File: src/eeprom_page_write_scheduler_unit_defines.svh
// ----------------------------------------------------------------------------
// eeprom page write scheduler assertion macros
// concurrent assertion wrappers, empty for synthesis
// ----------------------------------------------------------------------------
`ifndef EEPROM_PAGE_WRITE_SCHEDULER_UNIT_DEFINES_SVH
`define EEPROM_PAGE_WRITE_SCHEDULER_UNIT_DEFINES_SVH

`ifndef SYNTHESIS
`define EPWS_ASSERT_IMP(name, clk, rst_n, pre, post) \
  name: assert property (@(posedge clk) disable iff (!rst_n) (pre) |-> (post)) \
    else $error("epws assertion failed");
`define EPWS_ASSERT_NXT(name, clk, rst_n, pre, post) \
  name: assert property (@(posedge clk) disable iff (!rst_n) (pre) |=> (post)) \
    else $error("epws assertion failed");
`else
`define EPWS_ASSERT_IMP(name, clk, rst_n, pre, post)
`define EPWS_ASSERT_NXT(name, clk, rst_n, pre, post)
`endif

`endif

File: src/epws_pkg.sv
// ----------------------------------------------------------------------------
// epws_pkg
// types and constants of the eeprom page write scheduler
// ----------------------------------------------------------------------------
package epws_pkg;

  localparam int QUEUE_DEPTH_DEF = 8;
  localparam int PAGE_BYTES      = 64;
  localparam int PAGE_SH         = $clog2(PAGE_BYTES);
  localparam int LEN_W           = 7;
  localparam int SLOT_W          = 3;

  localparam logic [15:0] MAX_COUNT  = 16'd32768;
  localparam logic [7:0]  WAIT_RESET = 8'd11;

  localparam logic [1:0] ACT_ENQUEUE = 2'd0;
  localparam logic [1:0] ACT_ACK     = 2'd1;
  localparam logic [1:0] ACT_TICK    = 2'd2;

  localparam logic [1:0] KIND_CHUNK  = 2'd0;
  localparam logic [1:0] KIND_DONE   = 2'd1;
  localparam logic [1:0] KIND_REJECT = 2'd2;

  typedef struct packed {
    logic [1:0]  action;
    logic [14:0] start_addr;
    logic [15:0] byte_count;
  } epws_req_t;

  typedef struct packed {
    logic [1:0]        kind;
    logic [14:0]       chunk_addr;
    logic [14:0]       data_offset;
    logic [LEN_W-1:0]  chunk_len;
    logic [SLOT_W-1:0] slot;
    logic              last;
  } epws_res_t;

  typedef struct packed {
    logic [14:0] start_addr;
    logic [15:0] byte_count;
  } epws_entry_t;

endpackage

File: src/epws_queue.sv
// ----------------------------------------------------------------------------
// epws_queue
// request queue storage, one write port, registered head and next-head reads
// ----------------------------------------------------------------------------
module epws_queue #(
  parameter int QUEUE_DEPTH = epws_pkg::QUEUE_DEPTH_DEF
) (
  input  logic                           clk,
  input  logic                           we,
  input  logic [$clog2(QUEUE_DEPTH)-1:0] waddr,
  input  epws_pkg::epws_entry_t          wdata,
  input  logic [$clog2(QUEUE_DEPTH)-1:0] raddr,
  output epws_pkg::epws_entry_t          head_entry,
  output epws_pkg::epws_entry_t          next_entry
);
  import epws_pkg::*;

  localparam int PTR_W = $clog2(QUEUE_DEPTH);

  epws_entry_t            mem [QUEUE_DEPTH];
  epws_entry_t            head_r;
  epws_entry_t            next_r;
  logic       [PTR_W-1:0] naddr;

  assign naddr = (raddr == '0) ? PTR_W'(QUEUE_DEPTH - 1) : raddr - 1'b1;

  always_ff @(posedge clk) begin
    if (we) begin
      mem[waddr] <= wdata;
    end
    head_r <= (we && waddr == raddr) ? wdata : mem[raddr];
    next_r <= (we && waddr == naddr) ? wdata : mem[naddr];
  end

  assign head_entry = head_r;
  assign next_entry = next_r;

endmodule

File: src/epws_core.sv
// ----------------------------------------------------------------------------
// epws_core
// queue pointers, chunk arithmetic, ack/tick sequencing and result registers
// ----------------------------------------------------------------------------
`include "eeprom_page_write_scheduler_unit_defines.svh"

module epws_core #(
  parameter int QUEUE_DEPTH = epws_pkg::QUEUE_DEPTH_DEF
) (
  input  logic                           clk,
  input  logic                           rst_n,
  input  logic                           in_valid,
  input  epws_pkg::epws_req_t            in_req,
  input  logic [7:0]                     ticks,
  output logic                           q_we,
  output logic [$clog2(QUEUE_DEPTH)-1:0] q_waddr,
  output epws_pkg::epws_entry_t          q_wdata,
  output logic [$clog2(QUEUE_DEPTH)-1:0] q_raddr,
  input  epws_pkg::epws_entry_t          q_head,
  input  epws_pkg::epws_entry_t          q_next,
  output logic                           stall,
  output logic                           out_valid,
  output epws_pkg::epws_res_t            out_res
);
  import epws_pkg::*;

  localparam int PTR_W = $clog2(QUEUE_DEPTH);
  localparam int OCC_W = $clog2(QUEUE_DEPTH + 1);

  logic [PTR_W-1:0] wr_ptr_r, wr_ptr_nxt;
  logic [PTR_W-1:0] rd_ptr_r, rd_ptr_nxt;
  logic [OCC_W-1:0] occ_r, occ_nxt;
  logic             active_r, active_nxt;
  logic [15:0]      done_r, done_nxt;
  logic [LEN_W-1:0] plen_r, plen_nxt;
  logic [7:0]       wait_r, wait_nxt;
  logic             out_valid_r;
  epws_res_t        out_r;
  logic             pend_valid_r;
  epws_res_t        pend_r;

  logic             proc;
  logic [1:0]       nres;
  epws_res_t        res0, res1;
  logic [15:0]      sat_cnt;
  logic [16:0]      ack_sum;
  logic [OCC_W-1:0] occ_dec;

  function automatic logic [PTR_W-1:0] ptr_down(input logic [PTR_W-1:0] p);
    return (p == '0) ? PTR_W'(QUEUE_DEPTH - 1) : p - 1'b1;
  endfunction

  function automatic epws_res_t chunk_cmd(input logic [14:0] base,
                                          input logic [15:0] cnt,
                                          input logic [15:0] done);
    logic [14:0]      addr;
    logic [15:0]      remain;
    logic [LEN_W-1:0] room;
    epws_res_t        r;
    addr   = base + done[14:0];
    remain = (cnt > done) ? cnt - done : 16'd0;
    room   = LEN_W'(PAGE_BYTES) - LEN_W'(addr[PAGE_SH-1:0]);
    r             = '0;
    r.kind        = KIND_CHUNK;
    r.chunk_addr  = addr;
    r.data_offset = done[14:0];
    r.chunk_len   = (remain < 16'(room)) ? remain[LEN_W-1:0] : room;
    r.last        = 1'b1;
    return r;
  endfunction

  assign proc    = in_valid && !pend_valid_r;
  assign sat_cnt = (in_req.byte_count > MAX_COUNT) ? MAX_COUNT : in_req.byte_count;
  assign ack_sum = {1'b0, done_r} + 17'(plen_r);
  assign occ_dec = occ_r - 1'b1;

  always_comb begin
    wr_ptr_nxt = wr_ptr_r;
    rd_ptr_nxt = rd_ptr_r;
    occ_nxt    = occ_r;
    active_nxt = active_r;
    done_nxt   = done_r;
    plen_nxt   = plen_r;
    wait_nxt   = wait_r;
    nres       = 2'd0;
    res0       = '0;
    res1       = '0;
    q_we       = 1'b0;
    q_waddr    = wr_ptr_r;
    q_wdata    = '{start_addr: in_req.start_addr, byte_count: sat_cnt};
    if (proc) begin
      unique case (in_req.action)
        ACT_ENQUEUE: begin
          if (occ_r >= OCC_W'(QUEUE_DEPTH)) begin
            res0.kind = KIND_REJECT;
            res0.slot = SLOT_W'(wr_ptr_r);
            res0.last = 1'b1;
            nres      = 2'd1;
          end else begin
            q_we       = 1'b1;
            wr_ptr_nxt = ptr_down(wr_ptr_r);
            occ_nxt    = occ_r + 1'b1;
            if (!active_r) begin
              active_nxt = 1'b1;
              done_nxt   = 16'd0;
              res0       = chunk_cmd(in_req.start_addr, sat_cnt, 16'd0);
              res0.slot  = SLOT_W'(wr_ptr_r);
              plen_nxt   = res0.chunk_len;
              wait_nxt   = 8'd0;
              nres       = 2'd1;
            end
          end
        end
        ACT_ACK: begin
          if (active_r && wait_r == 8'd0) begin
            done_nxt = (ack_sum > 17'(MAX_COUNT)) ? MAX_COUNT : ack_sum[15:0];
            plen_nxt = '0;
            wait_nxt = (ticks == 8'd0) ? 8'd1 : ticks;
          end
        end
        ACT_TICK: begin
          if (active_r && wait_r != 8'd0) begin
            wait_nxt = wait_r - 8'd1;
            if (wait_r == 8'd1) begin
              if (done_r < q_head.byte_count) begin
                res0      = chunk_cmd(q_head.start_addr, q_head.byte_count, done_r);
                res0.slot = SLOT_W'(rd_ptr_r);
                plen_nxt  = res0.chunk_len;
                nres      = 2'd1;
              end else begin
                rd_ptr_nxt = ptr_down(rd_ptr_r);
                occ_nxt    = occ_dec;
                done_nxt   = 16'd0;
                plen_nxt   = '0;
                active_nxt = 1'b0;
                res0.kind  = KIND_DONE;
                res0.slot  = SLOT_W'(rd_ptr_r);
                res0.last  = 1'b1;
                nres       = 2'd1;
                if (occ_dec != '0) begin
                  res0.last  = 1'b0;
                  active_nxt = 1'b1;
                  res1       = chunk_cmd(q_next.start_addr, q_next.byte_count, 16'd0);
                  res1.slot  = SLOT_W'(ptr_down(rd_ptr_r));
                  plen_nxt   = res1.chunk_len;
                  nres       = 2'd2;
                end
              end
            end
          end
        end
        default: begin
        end
      endcase
    end
  end

  assign q_raddr = rd_ptr_nxt;

  always_ff @(posedge clk) begin
    if (!rst_n) begin
      wr_ptr_r     <= '0;
      rd_ptr_r     <= '0;
      occ_r        <= '0;
      active_r     <= 1'b0;
      done_r       <= 16'd0;
      plen_r       <= '0;
      wait_r       <= 8'd0;
      out_valid_r  <= 1'b0;
      pend_valid_r <= 1'b0;
    end else begin
      wr_ptr_r <= wr_ptr_nxt;
      rd_ptr_r <= rd_ptr_nxt;
      occ_r    <= occ_nxt;
      active_r <= active_nxt;
      done_r   <= done_nxt;
      plen_r   <= plen_nxt;
      wait_r   <= wait_nxt;
      if (pend_valid_r) begin
        out_valid_r  <= 1'b1;
        pend_valid_r <= 1'b0;
      end else begin
        out_valid_r  <= (nres != 2'd0);
        pend_valid_r <= (nres == 2'd2);
      end
    end
  end

  always_ff @(posedge clk) begin
    if (pend_valid_r) begin
      out_r <= pend_r;
    end else begin
      out_r  <= res0;
      pend_r <= res1;
    end
  end

  assign stall     = pend_valid_r;
  assign out_valid = out_valid_r;
  assign out_res   = out_r;

  `EPWS_ASSERT_IMP(a_pend_behind_out, clk, rst_n, pend_valid_r, out_valid_r)
  `EPWS_ASSERT_NXT(a_pend_drains, clk, rst_n, pend_valid_r, out_valid_r && !pend_valid_r)
  `EPWS_ASSERT_IMP(a_pend_is_chunk, clk, rst_n, pend_valid_r, pend_r.kind == KIND_CHUNK && pend_r.last)
  `EPWS_ASSERT_IMP(a_active_has_entry, clk, rst_n, active_r, occ_r != '0)
  `EPWS_ASSERT_IMP(a_occ_bound, clk, rst_n, 1'b1, occ_r <= OCC_W'(QUEUE_DEPTH))
  `EPWS_ASSERT_IMP(a_wait_when_active, clk, rst_n, wait_r != 8'd0, active_r)

endmodule

File: src/eeprom_page_write_scheduler_unit.sv
// ----------------------------------------------------------------------------
// eeprom_page_write_scheduler_unit
// queues eeprom write requests and splits the head request into page-aligned
// chunk write commands, paced by acks and timer ticks
// ----------------------------------------------------------------------------
// A request is taken when start is high and busy is low; it is held in the
// input register and its results pass through the result register to
// out_res, each for exactly one cycle with out_valid high; the receiver
// cannot stall them. One request per cycle is taken, except that a tick that
// ends a request and starts the next queued one gives two results, the second
// held in a pending register; the single result port then raises busy for
// one cycle if another request waits in the input register. Queue slots live
// in a memory with registered reads of the head and next entries.
module eeprom_page_write_scheduler_unit #(
  parameter int QUEUE_DEPTH = epws_pkg::QUEUE_DEPTH_DEF
) (
  input  logic                clk,
  input  logic                rst_n,
  input  logic                start,
  output logic                busy,
  input  epws_pkg::epws_req_t in_req,
  output logic                out_valid,
  output epws_pkg::epws_res_t out_res,
  input  logic                cfg_we,
  input  logic [7:0]          cfg_wdata
);
  import epws_pkg::*;

  localparam int PTR_W = $clog2(QUEUE_DEPTH);

  logic             in_valid_r;
  epws_req_t        in_req_r;
  logic [7:0]       ticks_r;
  logic             stall;
  logic             accept;
  logic             q_we;
  logic [PTR_W-1:0] q_waddr;
  logic [PTR_W-1:0] q_raddr;
  epws_entry_t      q_wdata;
  epws_entry_t      q_head;
  epws_entry_t      q_next;

  assign busy   = in_valid_r && stall;
  assign accept = start && !busy;

  always_ff @(posedge clk) begin
    if (!rst_n) begin
      in_valid_r <= 1'b0;
      ticks_r    <= WAIT_RESET;
    end else begin
      if (accept) begin
        in_valid_r <= 1'b1;
      end else if (!stall) begin
        in_valid_r <= 1'b0;
      end
      if (cfg_we) begin
        ticks_r <= cfg_wdata;
      end
    end
  end

  always_ff @(posedge clk) begin
    if (accept) begin
      in_req_r <= in_req;
    end
  end

  epws_queue #(
    .QUEUE_DEPTH(QUEUE_DEPTH)
  ) u_queue (
    .clk       (clk),
    .we        (q_we),
    .waddr     (q_waddr),
    .wdata     (q_wdata),
    .raddr     (q_raddr),
    .head_entry(q_head),
    .next_entry(q_next)
  );

  epws_core #(
    .QUEUE_DEPTH(QUEUE_DEPTH)
  ) u_core (
    .clk      (clk),
    .rst_n    (rst_n),
    .in_valid (in_valid_r),
    .in_req   (in_req_r),
    .ticks    (ticks_r),
    .q_we     (q_we),
    .q_waddr  (q_waddr),
    .q_wdata  (q_wdata),
    .q_raddr  (q_raddr),
    .q_head   (q_head),
    .q_next   (q_next),
    .stall    (stall),
    .out_valid(out_valid),
    .out_res  (out_res)
  );

endmodule
File: config.mk
export PLATFORM = sky130hd
export DESIGN_NAME = eeprom_page_write_scheduler_unit
export DESIGN_NICKNAME = d
export VERILOG_FILES = /design/src/epws_pkg.sv /design/src/epws_queue.sv /design/src/epws_core.sv /design/src/eeprom_page_write_scheduler_unit.sv
export VERILOG_INCLUDE_DIRS = /design/src /design/src/src
export SDC_FILE = /design/constraint.sdc
export NUM_CORES = 1
export LEC_CHECK = 0
export BUFFER_PORTS_ARGS = -buffer_cell sky130_fd_sc_hd__buf_2
export CAP_MARGIN = 30
export CELL_PAD_IN_SITES_DETAIL_PLACEMENT = 1
export CELL_PAD_IN_SITES_GLOBAL_PLACEMENT = 2
export CORE_ASPECT_RATIO = 0.75
export CORE_MARGIN = 5
export CORE_UTILIZATION = 46
export CTS_BUF_LIST = sky130_fd_sc_hd__clkbuf_4 sky130_fd_sc_hd__clkbuf_8
export CTS_CLUSTER_SIZE = 25
export DETAILED_ROUTE_END_ITERATION = 16
export HOLD_SLACK_MARGIN = 0.02
export PLACE_DENSITY_LB_ADDON = 0.1
export SLEW_MARGIN = 20
export SYNTH_ARGS = -nofsm -noshare
export SYNTH_HDL_FRONTEND = slang
export SYNTH_SLANG_ARGS = --single-unit
File: constraint.sdc
create_clock -name clk -period 8.5 [get_ports clk]
set_input_delay 1.7 -clock clk [delete_from_list [all_inputs] [get_ports clk]]
set_output_delay 1.7 -clock clk [all_outputs]
set_load 0.05 [all_outputs]
==> flow_metrics.env, run 1 <==
export IMPL_worstMarginPinSlew_ns=0.949
export IMPL_power_uw=4130
export IMPL_drt_vias_per_instance=6.04
export IMPL_peakVddDrop_uv=178
export IMPL_path_clk_slew_ns=0.06
export IMPL_crit_path_end_kind="register"
export IMPL_cts_buffers=69
export IMPL_place_inst=2156
export IMPL_ff_latch_area_um2=11300
export IMPL_synth_edff_count=307
export IMPL_grt_pass1_wl_um=92900
export IMPL_grt_max_degree=43
export IMPL_period_needed_ns=6.56
export IMPL_r2r_setup_slack_ns=1.94
export IMPL_io_pins=90
export IMPL_seq_area_frac_synth=0.556
export IMPL_power_leakage_uw=0.00821
export IMPL_final_net_count=1772
export IMPL_drt_iter0_drc=1070
export IMPL_grt_use_met1=0.354
export IMPL_rsz0062_at_grt="false"
export IMPL_layout_common_cells="edfxtp_1, mux4_2, nor2_1"
export IMPL_htree_num_levels=3
export IMPL_drv_cap=0
export IMPL_arrival_ns=7.11
export IMPL_slew_viol_final=0
export IMPL_pwr_share_seq=0.530
export IMPL_criticalPathCategory="register to register"
export IMPL_routed_wl_um=61800
export IMPL_fp_dieW_um=252
export IMPL_fp_row_count=66
export IMPL_ant_nets=0
export IMPL_placed_area_um2=21500
export IMPL_synth_main_ff_cell="edfxtp_1"
export IMPL_fmax_mhz=152
export IMPL_async_reset_ff_frac=0
export IMPL_comb_power_share=0.040
export IMPL_cts_tree="built"
export IMPL_final_common_cell="edfxtp_1"
export IMPL_fin_cells=2284
export IMPL_drive_gt1_frac=0.249
export IMPL_antenna_found_initial=1
export IMPL_grt_busiest_layer="met2"
export IMPL_initial_core_util=0.466
export IMPL_hold_ws_ns=0.456
export IMPL_crit_required_ns=9.05
export IMPL_final_cell_area_um2=22800
export IMPL_ctsLongestPathBuffers=3
export IMPL_clkSinkCount=409
export IMPL_num_vias=13800
export IMPL_worst_r2r_path_depth=19
export IMPL_synth_cell_type_count=78
export IMPL_synth_area_um2=20200
export IMPL_dp_hpwl_um=42000
export IMPL_p_per_area_nw_per_um2=181
export IMPL_slew_headroom=0.367
export IMPL_clkPwrFrac=0.430
export IMPL_grt_met3_usage=0.0654
export IMPL_numPortBuffers=89
export IMPL_holdBufCountCts=0
export IMPL_drcViolationCount=0
export IMPL_avgSynthCellArea_um2=13.2
export IMPL_first_global_vias=14500
export IMPL_multiInputGateArea_um2=8510
export IMPL_reg2reg_to="u_core.plen_r[0]$_SDFFE_PN0P_"
export IMPL_syn_inst=1533
export IMPL_die_area_um2=48400
export IMPL_start_kind="register"
export IMPL_cts_root_buf="clkbuf_8"
export IMPL_clk_latency_ns=0.64
export IMPL_fin_setup_tns_ns=0
export IMPL_post_cts_resized=0
export IMPL_syn_nets=1655
export IMPL_crit_path_end="u_core.plen_r[0]$_SDFFE_PN0P_"
export IMPL_grt_usage=0.256
export IMPL_hold_class="register to register"
export IMPL_fin_skew_ns=0.0259
export IMPL_antennaDiodeCount=0
export IMPL_cts_setup_buffers=0
export IMPL_whs_path_depth=2
export IMPL_coreArea_um2=43400
export IMPL_critPathMaxFanout=42
export IMPL_firstDrtPassIters=5
export IMPL_routabilityCongestion=0.870
export IMPL_ys_seq_elements=409
export IMPL_setup_viol=0
export IMPL_fillers=4433
export IMPL_yosys_warnings=0
export IMPL_hold_violations=0
export IMPL_grtUsageMet2=0.409
export IMPL_area_delta_synth_final_pct=12.8
export IMPL_finalCritPeriodShare=0.772
export IMPL_overflow=0
export IMPL_status="complete, no violations"
export IMPL_p_sw_uw=980
export IMPL_dieHeight_um=192
export IMPL_wl_per_cell_um=27.1
export IMPL_p_int_uw=3150
export IMPL_power_switching_share=0.237
metal layers:
metal | up-vias | part of all wire
met2 | 423 | 0.46
met5 | - | 0
met4 | 0 | 0.024
met3 | 81 | 0.067
li1 | 6167 | -
met1 | 7116 | 0.45
cell type report:
class	count	area share
multi-input combinational	978	0.373
inverter	78	0.0128
sequential	409	0.494
tap	578	0.0317
timing repair buffer	114	0.0287
clock inverter	27	0.00751
clock buffer	100	0.0529
state kept, by name, summed over array words and instances, names as in the netlist, 7 cells and up, named ones only:
register and flops:
in_req_r 33, u_core.plen_r 7, u_core.pend_r 26, ticks_r 8, u_core.done_r 16, u_core.out_res 43
u_core.wait_r 8, u_queue.mem 248
metrics by stage:
stage / setup slack [ns] / util
after floorplan: 2.59 / -
after global placement: 2.11 / 0.493
after detailed placement: 1.97 / 0.494
after CTS: 1.92 / 0.526
after global routing: 1.45 / 0.526
final: 1.94 / 0.526
synthesized netlist by cell type (7+ instances only):
library cell    n  share of area
o21ai_0        82          0.020
a31oi_1        10         0.0031
edfxtp_1      307           0.46
a211oi_1       10         0.0037
mux4_2        108           0.12
nand2_1        96          0.018
nor3_1         39         0.0096
nor4_1         22         0.0068
dfxtp_1       102           0.10
xor2_1         16         0.0069
ha_1           74          0.046
buf_2           9         0.0022
clkbuf_1       48         0.0089
nor2_1        107          0.020
nand3_1        39         0.0096
or3_1           9         0.0028
o21a_1          9         0.0033
o221ai_1        9         0.0039
mux2i_1        47          0.023
buf_1          11         0.0020
inv_1          77          0.014
a21oi_1        52          0.013
a22oi_1        19         0.0070
nor4b_1         7         0.0030
mux2_2         41          0.023
a21o_1          7         0.0026
nor2b_1        25         0.0077
nand2b_1       13         0.0040
xnor2_1        25          0.011
power groups by stage:
stage	combinational, uW	sequential [uW]	clock (uW)
3_5_place_dp	163	2230	0
6_report	165	2190	1780
4_1_cts	164	2190	1820
5_1_grt	180	2190	1920
3_3_place_gp	159	2230	0
2_1_floorplan	98.9	2220	0
worst min path at each step:
stage,from,slack [ns],endpoint
finish,u_core.pend_r[5]$_SDFFCE_PP0N_,0.46,u_core.out_res[5]$_DFF_P_
global route,u_core.pend_r[5]$_SDFFCE_PP0N_,0.47,u_core.out_res[5]$_DFF_P_
CTS,u_core.pend_r[5]$_SDFFCE_PP0N_,0.45,u_core.out_res[5]$_DFF_P_
detailed placement,u_core.pend_r[0]$_SDFFCE_PP0N_,0.44,u_core.out_res[0]$_DFF_P_
global placement,u_core.pend_r[9]$_SDFFCE_PP0N_,0.44,u_core.out_res[9]$_DFF_P_
floorplan,u_core.pend_r[0]$_SDFFCE_PP0N_,0.42,u_core.out_res[0]$_DFF_P_
logic make-up after synthesis:
family,after synthesis,share of synthesized area
DFF,409,0.556
and+or+nand+nor,404,0.0991
AOI/OAI and AO/OA,259,0.0837
muxes,197,0.167
buffers and inverters,146,0.0276
adders and majority gates,77,0.0487
xor gates and xnor gates,41,0.0177
worst max-delay path, cell delays in order, from the launching register on:
cell and delay [ns]:
dfxtp_4 0.89, mux4_2 0.61, mux2_2 0.32, ha_1 0.43, o21ai_0 0.16, o21ai_0 0.27, a31oi_1 0.16, nand2_1 0.13
o41a_1 0.54, nand2_1 0.15, inv_1 0.10, ha_1 0.25, a21oi_1 0.19, o22ai_1 0.10, a2111oi_0 0.44, nand4_2 0.18
nor4_4 0.57, mux2_2 0.42, or3_1 0.35, a21oi_1 0.15
(Power assumes the default switching activity.)
==> inputs of run 2 (changes only) <==
--- a/config.mk
+++ b/config.mk
@@ -12,7 +12,7 @@
 export CELL_PAD_IN_SITES_GLOBAL_PLACEMENT = 2
 export CORE_ASPECT_RATIO = 0.75
 export CORE_MARGIN = 5
-export CORE_UTILIZATION = 46
+export CORE_UTILIZATION = 41
 export CTS_BUF_LIST = sky130_fd_sc_hd__clkbuf_4 sky130_fd_sc_hd__clkbuf_8
 export CTS_CLUSTER_SIZE = 25
 export DETAILED_ROUTE_END_ITERATION = 16
==> constraint.sdc (replaced) <==
create_clock -name clk -period 5.35 [get_ports clk]
set_input_delay 1.07 -clock clk [delete_from_list [all_inputs] [get_ports clk]]
set_output_delay 1.07 -clock clk [all_outputs]
set_load 0.05 [all_outputs]
==> flow_metrics.env, run 2 (synthesized netlist as in run 1, its figures left out) <==
export IMPL_status="complete, no violations"
export IMPL_fmax_mhz=193
export IMPL_grt_pass1_wl_um=94000
export IMPL_ctsLongestPathBuffers=3
export IMPL_clkPwrFrac=0.436
export IMPL_overflow=0
export IMPL_fp_row_count=70
export IMPL_place_inst=2306
export IMPL_final_common_cell="edfxtp_1"
export IMPL_grt_max_degree=32
export IMPL_power_leakage_uw=0.00883
export IMPL_htree_num_levels=3
export IMPL_hold_violations=0
export IMPL_arrival_ns=5.77
export IMPL_largest_register_ffs=248
export IMPL_die_area_um2=54000
export IMPL_routabilityCongestion=0.874
export IMPL_fin_skew_ns=0.0275
export IMPL_fp_dieW_um=267
export IMPL_first_global_vias=14700
export IMPL_antenna_found_initial=4
export IMPL_io_pins=90
export IMPL_whs_path_depth=2
export IMPL_grt_usage=0.231
export IMPL_drcViolationCount=0
export IMPL_clk_latency_ns=0.65
export IMPL_place_ws_ns=-0.113
export IMPL_p_per_area_nw_per_um2=275
export IMPL_peakVddDrop_uv=200
export IMPL_drive_gt1_frac=0.314
export IMPL_finalCritPeriodShare=0.970
export IMPL_p_int_uw=5100
export IMPL_initial_core_util=0.415
export IMPL_start_kind="register"
export IMPL_worstMarginPinSlew_ns=1.00
export IMPL_crit_path_end_kind="register"
export IMPL_coreArea_um2=48800
export IMPL_top_register="u_queue.mem"
export IMPL_clkSinkCount=409
export IMPL_period_needed_ns=5.19
export IMPL_slew_viol_final=0
export IMPL_hold_class="register to register"
export IMPL_ant_nets=0
export IMPL_routed_wl_um=64000
export IMPL_criticalPathCategory="register to register"
export IMPL_dieHeight_um=202
export IMPL_grt_use_met1=0.329
export IMPL_crit_required_ns=5.92
export IMPL_area_delta_synth_final_pct=19.8
export IMPL_num_vias=14100
export IMPL_final_cell_area_um2=24300
export IMPL_dp_hpwl_um=44900
export IMPL_critPathMaxFanout=6
export IMPL_cts_tree="built"
export IMPL_firstDrtPassIters=5
export IMPL_r2r_setup_slack_ns=0.16
export IMPL_p_sw_uw=1580
export IMPL_worst_r2r_path_depth=22
export IMPL_drt_iter0_drc=1040
export IMPL_fin_ws_ns=0.158
export IMPL_cts_buffers=69
export IMPL_holdBufCountCts=0
export IMPL_slew_headroom=0.330
export IMPL_fillers=4919
export IMPL_pwr_share_seq=0.521
export IMPL_power_switching_share=0.236
export IMPL_grtUsageMet2=0.356
export IMPL_placed_area_um2=22200
export IMPL_min_delay_start="u_core.pend_r[1]$_SDFFCE_PP0N_"
export IMPL_drv_cap=0
export IMPL_numPortBuffers=89
export IMPL_cts_root_buf="clkbuf_8"
export IMPL_grt_busiest_layer="met2"
export IMPL_comb_power_share=0.043
export IMPL_fin_cells=2447
export IMPL_path_clk_slew_ns=0.07
export IMPL_final_net_count=1864
export IMPL_reg2reg_to="u_core.plen_r[5]$_SDFFE_PN0P_"
export IMPL_wl_per_cell_um=26.2
export IMPL_drt_vias_per_instance=5.77
export IMPL_setup_viol=0
export IMPL_grt_met3_usage=0.0510
export IMPL_layout_common_cells="edfxtp_1, mux4_2, buf_4"
export IMPL_min_to="u_core.out_res[1]$_DFF_P_"
## run 2: changes by cell type in the layout (fill, tap and decap cells not counted), sizes merged
cell / previous run / this run
bufinv: 0 / 1
clkinvlp: 1 / 3
clkinv: 23 / 20
buf: 113 / 203
clkbuf: 101 / 103
diode: 0 / 2
inv: 81 / 80
## run 2: worst max path at each step
stage                                    end  slack (ns)  cells past startpoint
2_1_floorplan  u_core.plen_r[0]$_SDFFE_PN0P_        0.03                     21
3_3_place_gp   u_core.plen_r[0]$_SDFFE_PN0P_        0.09                     19
3_5_place_dp   u_core.plen_r[0]$_SDFFE_PN0P_       -0.11                     21
4_1_cts        u_core.plen_r[0]$_SDFFE_PN0P_        0.05                     21
5_1_grt        u_core.plen_r[5]$_SDFFE_PN0P_       -0.03                     22
6_report       u_core.plen_r[5]$_SDFFE_PN0P_        0.16                     22
## run 2: cell type report
| class | instances | area, um^2 | share of cell area |
|---|---|---|---|
| Sequential cell | 409 | 11300 | 0.465 |
| Multi-Input combinational cell | 978 | 8940 | 0.369 |
| Timing Repair Buffer | 206 | 1520 | 0.0625 |
| Clock buffer | 100 | 1240 | 0.0511 |
| Tap cell | 648 | 811 | 0.0334 |
| Inverter | 78 | 293 | 0.0121 |
| Clock inverter | 26 | 175 | 0.00722 |
| Antenna cell | 2 | 5.00 | 0.000206 |
## run 2: power groups by stage
stage | sequential, uW | combinational [uW] | clock [uW]
2_1_floorplan | 3530 | 157 | 0
6_report | 3480 | 289 | 2910
3_3_place_gp | 3550 | 266 | 0
5_1_grt | 3480 | 315 | 3150
3_5_place_dp | 3550 | 273 | 0
4_1_cts | 3480 | 274 | 2990
## run 2: worst max-delay path: stages (launching register included)
cell	delay (ns)
dfxtp_4	0.42
buf_12	0.14
buf_16	0.13
buf_4	0.11
mux4_2	0.48
mux2_4	0.31
ha_4	0.29
nand2_2	0.10
nor2_4	0.12
nand4_1	0.13
buf_4	0.17
o41ai_4	0.46
nor2_2	0.09
ha_2	0.22
a21oi_4	0.16
o22ai_2	0.09
a2111oi_4	0.30
nand4_2	0.16
nor4_4	0.24
buf_4	0.18
mux2_2	0.35
or2_2	0.29
a31oi_1	0.16
## run 2: through the flow
stage	total power, uW	setup TNS [ns]	hold WS, ns	utilization
floorplan	3690	0	0.422	-
global placement	3810	0	0.438	0.454
detailed placement	3820	-0.472	0.456	0.455
CTS	6740	0	0.461	0.485
global route	6950	-0.0750	0.478	0.497
finish	6680	0	0.460	0.497
## run 2: metal layers
layer  up-vias  wire (um)
met5         -         26
met3        99       3820
met1      7267      29300
met2       385      29000
li1       6361          -
met4         4       1960
## run 2: timing repair
item,4_1_cts,5_1_grt
resized for setup,1,83
setup endpoints to repair,9,14
pin swaps,0,25
setup buffers,2,6
cloned,1,3
==> inputs of run 3 (changes only) <==
--- a/config.mk
+++ b/config.mk
@@ -10,9 +10,8 @@
 export CAP_MARGIN = 30
 export CELL_PAD_IN_SITES_DETAIL_PLACEMENT = 1
 export CELL_PAD_IN_SITES_GLOBAL_PLACEMENT = 2
-export CORE_ASPECT_RATIO = 0.75
 export CORE_MARGIN = 5
-export CORE_UTILIZATION = 41
+export CORE_UTILIZATION = 46
 export CTS_BUF_LIST = sky130_fd_sc_hd__clkbuf_4 sky130_fd_sc_hd__clkbuf_8
 export CTS_CLUSTER_SIZE = 25
 export DETAILED_ROUTE_END_ITERATION = 16
==> constraint.sdc (replaced) <==
create_clock -name clk -period 5.1 [get_ports clk]
set_input_delay 1.02 -clock clk [delete_from_list [all_inputs] [get_ports clk]]
set_output_delay 1.02 -clock clk [all_outputs]
set_load 0.05 [all_outputs]
==> flow_metrics.env, run 3 (synthesized netlist as in run 1, its figures left out) <==
export IMPL_slew_headroom=0.351
export IMPL_cts_buffers=74
export IMPL_power_switching_share=0.232
export IMPL_grt_max_degree=32
export IMPL_start_kind="register"
export IMPL_min_to="u_core.out_res[5]$_DFF_P_"
export IMPL_num_vias=14500
export IMPL_top_register="u_queue.mem"
export IMPL_die_area_um2=48300
export IMPL_antennaDiodeCount=0
export IMPL_setup_viol=10
export IMPL_power_leakage_uw=0.00916
export IMPL_drt_iter0_drc=1007
export IMPL_status="complete, but fails checks"
export IMPL_fp_dieW_um=220
export IMPL_min_delay_start="u_core.pend_r[5]$_SDFFCE_PP0N_"
export IMPL_dieHeight_um=220
export IMPL_period_needed_ns=5.21
export IMPL_criticalPathCategory="register to register"
export IMPL_grt_usage=0.264
export IMPL_worst_r2r_path_depth=24
export IMPL_layout_common_cells="edfxtp_1, buf_4, mux4_2"
export IMPL_clk_latency_ns=0.67
export IMPL_ant_nets=0
export IMPL_area_delta_synth_final_pct=22.4
export IMPL_numPortBuffers=89
export IMPL_dp_hpwl_um=44400
export IMPL_path_clk_slew_ns=0.06
export IMPL_fin_cells=2452
export IMPL_wl_per_cell_um=26.4
export IMPL_clkSinkCount=409
export IMPL_placed_area_um2=22300
export IMPL_p_sw_uw=1650
export IMPL_reg2reg_to="u_core.plen_r[1]$_SDFFE_PN0P_"
export IMPL_p_per_area_nw_per_um2=288
export IMPL_worstMarginPinSlew_ns=0.971
export IMPL_initial_core_util=0.468
export IMPL_cts_root_buf="clkbuf_8"
export IMPL_whs_path_depth=2
export IMPL_fillers=4285
export IMPL_crit_required_ns=5.64
export IMPL_cts_tree="built"
export IMPL_holdBufCountCts=0
export IMPL_fp_row_count=76
export IMPL_ctsLongestPathBuffers=3
export IMPL_clkPwrFrac=0.443
export IMPL_firstDrtPassIters=5
export IMPL_finalCritPeriodShare=1.02
export IMPL_p_int_uw=5480
export IMPL_coreArea_um2=43300
export IMPL_comb_power_share=0.045
export IMPL_hold_violations=0
export IMPL_critPathMaxFanout=9
export IMPL_drcViolationCount=0
export IMPL_slew_viol_final=0
export IMPL_place_inst=2271
export IMPL_crit_path_end_kind="register"
export IMPL_drt_vias_per_instance=5.91
export IMPL_arrival_ns=5.75
export IMPL_fin_ws_ns=-0.108
export IMPL_first_global_vias=15400
export IMPL_routabilityCongestion=0.878
export IMPL_antenna_found_initial=0
export IMPL_pwr_share_seq=0.512
export IMPL_grt_pass1_wl_um=94900
export IMPL_fmax_mhz=192
export IMPL_drive_gt1_frac=0.348
export IMPL_place_ws_ns=-0.178
export IMPL_io_pins=90
export IMPL_final_common_cell="edfxtp_1"
export IMPL_fin_skew_ns=0.0361
export IMPL_violations="setup timing"
export IMPL_largest_register_ffs=248
export IMPL_htree_num_levels=3
export IMPL_routed_wl_um=64700
export IMPL_rsz0062_at_grt="true"
export IMPL_r2r_setup_slack_ns=-0.11
export IMPL_drv_cap=0
export IMPL_final_net_count=1934
export IMPL_overflow=0
export IMPL_final_cell_area_um2=24800
export IMPL_peakVddDrop_uv=271
export IMPL_hold_class="register to register"
run 3: cell types whose count changed in the layout (fill, tap and decap cells not counted), sizes merged:
cell | previous run | this run
buf | 203 | 269
clkinv | 20 | 23
clkbuf | 103 | 102
bufinv | 1 | 3
diode | 2 | 0
run 3: per-layer routing:
metal | part of all wire | vias to the layer above | GRT usage
met5 | 0 | - | 0
met4 | 0.033 | 0 | 0.0919
met3 | 0.074 | 114 | 0.0742
met2 | 0.49 | 456 | 0.439
met1 | 0.41 | 7442 | 0.332
li1 | - | 6485 | -
run 3: worst max-delay path, stage by stage (launching register included):
cell       delay, ns
dfxtp_4         0.43
buf_4           0.15
buf_12          0.13
buf_4           0.11
mux4_2          0.49
mux2_2          0.34
ha_1            0.26
a211oi_2        0.26
o21ai_2         0.10
a31oi_2         0.20
nand2_1         0.12
o41a_1          0.20
buf_4           0.18
buf_6           0.14
and2_1          0.14
ha_1            0.28
o21a_1          0.20
o2111ai_2       0.22
a21oi_2         0.07
nor4_4          0.13
buf_4           0.19
buf_6           0.14
mux2i_2         0.22
a21oi_1         0.11
o221a_2         0.26
run 3: worst max path at each step:
stage	from	endpoint	slack [ns]	depth (start not counted)
2_1_floorplan	register	u_core.plen_r[5]$_SDFFE_PN0P_	-0.007	24
6_report	register	u_core.plen_r[1]$_SDFFE_PN0P_	-0.11	24
3_5_place_dp	register	u_core.plen_r[5]$_SDFFE_PN0P_	-0.18	20
5_1_grt	register	u_core.plen_r[3]$_SDFFE_PN0P_	-0.25	24
3_3_place_gp	register	u_core.plen_r[5]$_SDFFE_PN0P_	-0.09	20
4_1_cts	register	u_core.plen_r[2]$_SDFFE_PN0P_	-0.04	26
run 3: power by group through the flow:
stage / sequential (uW) / clock (uW) / combinational [uW]
2_1_floorplan: 3710 / 0 / 166
3_3_place_gp: 3720 / 0 / 281
4_1_cts: 3650 / 3230 / 300
6_report: 3650 / 3160 / 320
5_1_grt: 3650 / 3400 / 350
3_5_place_dp: 3720 / 0 / 287
run 3: cell type report:
cell class	instances	area (um^2)	area share
Multi-Input combinational cell	978	9040	0.365
Clock inverter	31	250	0.0101
Timing Repair Buffer	271	1950	0.0787
Tap cell	585	732	0.0295
Sequential cell	409	11300	0.455
Inverter	78	293	0.0118
Clock buffer	100	1240	0.0500
run 3: what timing repair did:
action / 4_1_cts / 5_1_grt
pin swaps: 8 / 35
gates cloned: 1 / 1
buffers inserted: 31 / 18
endpoints found under the setup margin: 14 / 14
endpoints found under the hold margin: 0 / 0
resized for setup: 31 / 72
run 3: per-stage QoR:
stage                      util  hold slack, ns  total power [uW]  setup TNS (ns)
after floorplan               -           0.422              3870        -0.00747
after global placement    0.516           0.447              4000          -0.322
after detailed placement  0.516           0.462              4010           -1.27
after CTS                 0.560           0.464              7180         -0.0356
after global routing      0.573           0.487              7410           -2.23
final                     0.573           0.458              7130          -0.588
